[src/rtl/grg_pkg.sv]
`timescale 1ns / 1ps
package grg_pkg;

  localparam int STOP_W = 13;
  localparam int INDEX_W = 12;
  localparam int GAMMA_W = 16;
  localparam int LEVEL_W = 18;
  localparam int RAMP_W = 16;
  localparam int X_W = 24;
  localparam int NLOG_W = 35;
  localparam int Y_W = NLOG_W + 12;
  localparam int POWER_W = 33;

  localparam logic [STOP_W-1:0] MAX_STOPS = 13'd4096;
  localparam logic [31:0] LN2_Q32 = 32'hB172_17F8;
  localparam logic [POWER_W-1:0] ONE_Q32 = 33'h1_0000_0000;
  localparam logic [RAMP_W-1:0] FULL_SCALE = 16'hFFFF;
  localparam logic [RAMP_W-1:0] ZERO_LEVEL = 16'h0000;

  typedef enum logic [1:0] {
    REG_STOP_COUNT = 2'd0,
    REG_GAMMA = 2'd1,
    REG_BLACK = 2'd2,
    REG_WHITE = 2'd3
  } grg_reg_t;

  typedef struct packed {
    logic zero;
    logic full;
  } grg_flags_t;

endpackage

[src/rtl/grg_div.sv]
`timescale 1ns / 1ps
module grg_div import grg_pkg::*; #(
  parameter int N = 36,
  parameter int M = 13
) (
  input  logic         clk,
  input  logic         rst,
  input  logic         en,
  input  logic         in_valid,
  input  logic [N-1:0] dividend,
  input  logic [M-1:0] divisor,
  input  grg_flags_t   in_flags,
  output logic         out_valid,
  output logic [N-1:0] quotient,
  output grg_flags_t   out_flags
);

  logic         vld [N];
  logic [M-1:0] rem [N];
  logic [N-1:0] dq  [N];
  grg_flags_t   flg [N];

  for (genvar s = 0; s < N; s++) begin : g_stage
    logic         cv;
    logic [M-1:0] crem;
    logic [N-1:0] cd;
    grg_flags_t   cf;
    logic [M:0]   trial;
    logic [M:0]   diff;
    logic         ge;

    if (s == 0) begin : g_first
      assign cv = in_valid;
      assign crem = '0;
      assign cd = dividend;
      assign cf = in_flags;
    end else begin : g_next
      assign cv = vld[s-1];
      assign crem = rem[s-1];
      assign cd = dq[s-1];
      assign cf = flg[s-1];
    end

    assign trial = {crem, cd[N-1]};
    assign ge = trial >= {1'b0, divisor};
    assign diff = trial - {1'b0, divisor};

    always_ff @(posedge clk) begin
      if (rst) begin
        vld[s] <= 1'b0;
      end else if (en) begin
        vld[s] <= cv;
      end
    end

    always_ff @(posedge clk) begin
      if (en) begin
        rem[s] <= ge ? diff[M-1:0] : trial[M-1:0];
        dq[s] <= {cd[N-2:0], ge};
        flg[s] <= cf;
      end
    end
  end

  assign out_valid = vld[N-1];
  assign quotient = dq[N-1];
  assign out_flags = flg[N-1];

endmodule

[config.mk]
export PLATFORM = sky130hd
export DESIGN_NAME = grg_div
export DESIGN_NICKNAME = d
export VERILOG_FILES = /design/src/rtl/grg_pkg.sv /design/src/rtl/grg_div.sv
export SDC_FILE = /design/constraint.sdc
export NUM_CORES = 2
export LEC_CHECK = 0
export BUFFER_PORTS_ARGS = -buffer_cell sky130_fd_sc_hd__buf_2
export CORE_AREA = 5 5 435 437
export DETAILED_ROUTE_END_ITERATION = 8
export DIE_AREA = 0 0 440 442
export PLACE_DENSITY_LB_ADDON = 0.12
export SYNTH_ARGS = -nofsm -noshare
export SYNTH_HDL_FRONTEND = slang
export SYNTH_SLANG_ARGS = --single-unit
[constraint.sdc]
create_clock -name clk -period 9.8 [get_ports clk]
set_clock_uncertainty 0.15 [all_clocks]
set_input_delay 1.47 -clock clk [delete_from_list [all_inputs] [get_ports clk]]
set_output_delay 1.47 -clock clk [all_outputs]
set_load 0.01 [all_outputs]
======== Yosys cells after proc, flatten, opt, wreduce, memory -nomap -nowiden ========
Memory sizes are Yosys's and may differ from the RTL's.
Index checks and enable logic that the tools add are counted.
operators by class
  add/subtract/negate cells ............... 36
  multiply operators ...................... 0
  divide/modulo/power cells ............... 0
  magnitude comparators ................... 36
  equal/unequal tests ..................... 0
  shifts and indexed selects .............. 0
  multiplexer cells ....................... 78
  bitwise gates (word level) .............. 36
  reduce and logical (&&, ||, !) cells .... 0
operators by type and width
  operator                                      number
  greater-or-equal comparator 14 x 13 -> 1 bit  35
  2-to-1 mux 13 bit                             36
  subtractor 13 bit                             35
  2-to-1 mux 1 bit                              42
  OR 1 bit                                      36
  greater-or-equal comparator 1 x 13 -> 1 bit   1
  subtractor 1 x 13 -> 13 bit                   1
word-level totals
  register bits ........................... 0
  latch bits .............................. 0
  memory bits (writable) .................. 1,872
  bits in read-only memories .............. 0
  output and inout bits ................... 39
  logic and storage cells ................. 190
  memories kept ........................... 4
memories
  memory  depth  width  read ports  clocked after Yosys merged registers in  write ports  line           source
  dq      36     36     36          0                                        36           grg_div.sv:20  logic [N-1:0] dq [N];
  rem     36     13     35          0                                        36           grg_div.sv:19  logic [M-1:0] rem [N];
  flg     36     2      36          0                                        36           grg_div.sv:21  grg_flags_t flg [N];
  vld     36     1      36          0                                        36           grg_div.sv:18  logic vld [N];

======== Logic depth before layout (Yosys ltp) ========
  depth after elaboration ................. 4
  depth in mapped cells ................... 11
  mapped depth without buffers ............ 10

======== Worst setup path after synthesis ========
No wires, ideal clock.
  path kind ............................... in2reg
  start ................................... input port divisor[2]
  end ..................................... memory rem[28][10], data pin
  library setup time ...................... 260 ps
  arrival time ............................ 4,386 ps
  required time ........................... 9,390 ps
  slack ................................... 5,004 ps
  stages on the path ...................... 10
  path through ............................ inv_1 -> ha_1 -> nor2b_4 -> o31ai_4 -> a21oi_2 -> a311oi_2 -> a21oi_2 -> a2111oi_4 -> buf_6 -> mux2_4
RTL lines
  what                line           source
  start: declaration  grg_div.sv:11  input logic [M-1:0] divisor,
  end: declaration    grg_div.sv:19

==> reports/results.tsv <==
metric	value	unit
Int Pwr	19.7	mW
worst hold slack	0.251	ns
pwr dens	305	nW/um^2
setup_tns	0	ns
fin util	50.1	%
Yosys Warn Count	0	
Comb pwr share	33.0	%
First-pass DRT Iterations	5	
# rows	158	
GRT Total Usage	14.5	%
CTS Buf Count	197	
global-route wire length before repair	227	mm
Seq/Total Area, Yosys	67.6	%
grt total ovfl	0	
WP data required	10.22	ns
maximum VDD drop	0.154	mV
CTS max path bufs	3	
status	finished clean	
Max Clk Rate	196	MHz
total setup buffers inserted after CTS	0	
Hold Buf Count CTS	0	
Synth Net Count	5774	
synthesis-to-finish area growth	12.0	%
Port-buffer cells	93	
Worst slew margin	19.6	%
initial DRC count	2749	
critical path type	input pin to register	
slowest stage delay, CP	0.72	ns
Worst Setup SP	divisor[7]	
post-DP HPWL	88.2	mm
EDFF count, synth	1859	
critical-path cell list	buf_2 -> inv_1 -> buf_4 -> ha_1 -> a21o_1 -> a21o_1 -> a21oi_1 -> o21a_1 -> o211ai_1 -> a311oi_2 -> buf_4 -> mux2_2	
fraction of registers with async set/reset	0	%
RR Startpoint	dq[7][35]	
Initial Util	44.7	%
WL per Instance	17.6	microns
worst min-delay path category	register to register	
Final period util	52.2	%
Fill cells	15431	
Cell variety after synth	77	
crit path launch type	input pin	
Clock transition at path regs	0.06	ns
antenna violations before repair	2	
DRC viols	0	
Switch Pwr	8.51	mW
slowest stage cell on the critical path	a311oi_2	
reg-to-reg critical path endpoint	rem[29][4]	
largest net degree at the start of global routing	187	
Synth Cell Area	82500	sq um
final hold vios	0	
die footprint	194000	sq um
Cells after Synth	5228	
post-cts sizing count	0	
max cap viols	0	
crit end category	register	
WL final	143	mm
final count of pins violating max slew	0	
Via-to-Cell Ratio	5.23	
H-tree levels	4	
clock sinks	1859	
Yosys top cell by area	edfxtp_1	
Nets	6022	
Root Driver	clkbuf_16	
share of cells above drive strength 1	15.4	%
final setup violation count	0	
Leakage	33.8	nW
Die Span Y	442	microns
Routed Antenna Nets	0	
TritonCTS clock tree	built	
r2r setup slk	5.93	ns
crit path DAT	5.53	ns
R2R cell count	10	
ys flop type	edfxtp_1	
Net Sw Frac	30.2	%
global placement routability congestion	0.837	
Clock Latency Late Sink	0.83	ns
area share of the leading cell type in the synthesized netlist	67.6	%
slew of the pin with the lowest slew margin	1.20	ns
Avg Cell Area, Syn	15.8	sq um
Flop pwr share	40.8	%
Seq cells post-synth	1859	
Vias	42527	
clock share of power	26.2	%
die width	440	microns
top cells by area, synth	edfxtp_1 (68%), ha_1 (6.9%), mux2_2 (4.8%), xnor2_1 (1.7%), xor2_1 (1.4%)	
crit path capture	rem[5][4]	
core box area	185000	sq um
RSZ-0062 raised after global routing	no	
vias in the first global route	42209	
Final min period	5.11	ns
Tot Pwr	28.2	mW
Critical Path Fanout Max	25	
total I/O pin count	94	
==> synthesized netlist by cell type (99+ instances only) <==
| library cell | number |
|---|---|
| a21o_1 | 129 |
| a21oi_1 | 199 |
| edfxtp_1 | 1859 |
| ha_1 | 457 |
| inv_1 | 178 |
| mux2_2 | 353 |
| nand2_1 | 186 |
| nor2_1 | 198 |
| nor3_1 | 99 |
| o21ai_0 | 185 |
| xnor2_1 | 163 |
| xor2_1 | 130 |
==> per-stage QoR <==
stage / instances / worst slack [ns] / instance area (sq um)
after floorplan: 5228 / 5.00 / 82500
after global placement: 7757 / 3.82 / 85900
after detailed placement: 7757 / 3.77 / 85900
after CTS: 8126 / 4.67 / 92400
after global routing: 8127 / 4.48 / 92400
final: 8127 / 4.69 / 92400
==> power groups by stage <==
stage / registers, mW / logic (mW) / clock network (mW)
after detailed placement: 11.7 / 9.25 / 0
after global placement: 11.7 / 9.10 / 0
after global routing: 11.6 / 10.3 / 8.01
after floorplan: 11.3 / 7.63 / 0
final: 11.5 / 9.29 / 7.37
after CTS: 11.5 / 9.34 / 7.67
==> flip-flops by register name, indices dropped and copies added (netlist names) <==
signal  cells
vld        36
rem       455
flg        72
dq       1296
==> worst max-delay path: cells and delay by family <==
family                     cells  cell delay (ns)
buffers and inverters          4             1.67
muxes                          1             0.35
adders and majority gates      1             0.40
AOI/OAI and AO/OA              6             1.63
==> metal layers <==
metal | global-route usage, % | vias to the layer above | part of all wire [%]
li1 | - | 20903 | -
met5 | 0 | - | 0
met3 | 2.79 | 264 | 4.2
met4 | 4.79 | 0 | 2.9
met1 | 20.1 | 20638 | 47
met2 | 23.0 | 722 | 46
==> cell families after synthesis <==
logic type | after synthesis | synth area share [%]
compound gates | 947 | 8.01
xor+xnor | 293 | 3.11
fa+ha+maj | 491 | 7.75
buf+inv | 272 | 1.59
flops | 1859 | 67.6
mux | 447 | 5.99
simple gates | 919 | 5.89
==> area by class of cell <==
type,instances,area [sq um],share of cell area [%]
tap,2480,3100,3.36
inverter,178,668,0.723
clock inverter,139,1410,1.52
sequential,1859,55800,60.4
multi-input combinational,3097,25400,27.5
timing repair buffer,143,943,1.02
clock buffer,230,5120,5.54
antenna,1,2.50,0.00271
==> worst min path at each step <==
stage | slack [ns] | startpoint | to | cells after the start
after global routing | 0.26 | dq[1][114] | dq[2][7] | 0
after floorplan | 0.25 | dq[0][63] | dq[0][100] | 0
after CTS | 0.24 | dq[7][123] | dq[8][16] | 0
after detailed placement | 0.25 | dq[0][101] | dq[0][138] | 0
after global placement | 0.25 | dq[2][96] | dq[2][133] | 0
final | 0.25 | dq[7][24] | dq[7][61] | 0
==> cells in the final DEF (no fill, tap or decap), types with 15 or more instances in the layout <==
cell type,instances
edfxtp_1,1859
ha_1,457
mux2_2,353
clkbuf_16,200
a21oi_1,199
nor2_1,198
nand2_1,186
o21ai_0,184
inv_1,178
xnor2_1,163
xor2_1,130
a21o_1,129
nor3_1,99
nor2b_1,93
buf_2,92
mux2i_1,88
o21a_1,84
nand4_1,67
and2_1,63
nand3_1,55
buf_4,43
clkinv_1,42
nand2b_1,38
a211oi_1,38
o211ai_1,36
clkinv_2,36
fa_1,34
o31a_1,31
a21boi_0,31
clkbuf_1,30
and3_1,27
o31ai_1,23
a221o_1,22
or3_1,21
a31oi_1,21
bufinv_16,20
o21ai_1,18
or2_2,15
clkinvlp_4,15
No activity file was read; power rests on OpenSTA's default activity.
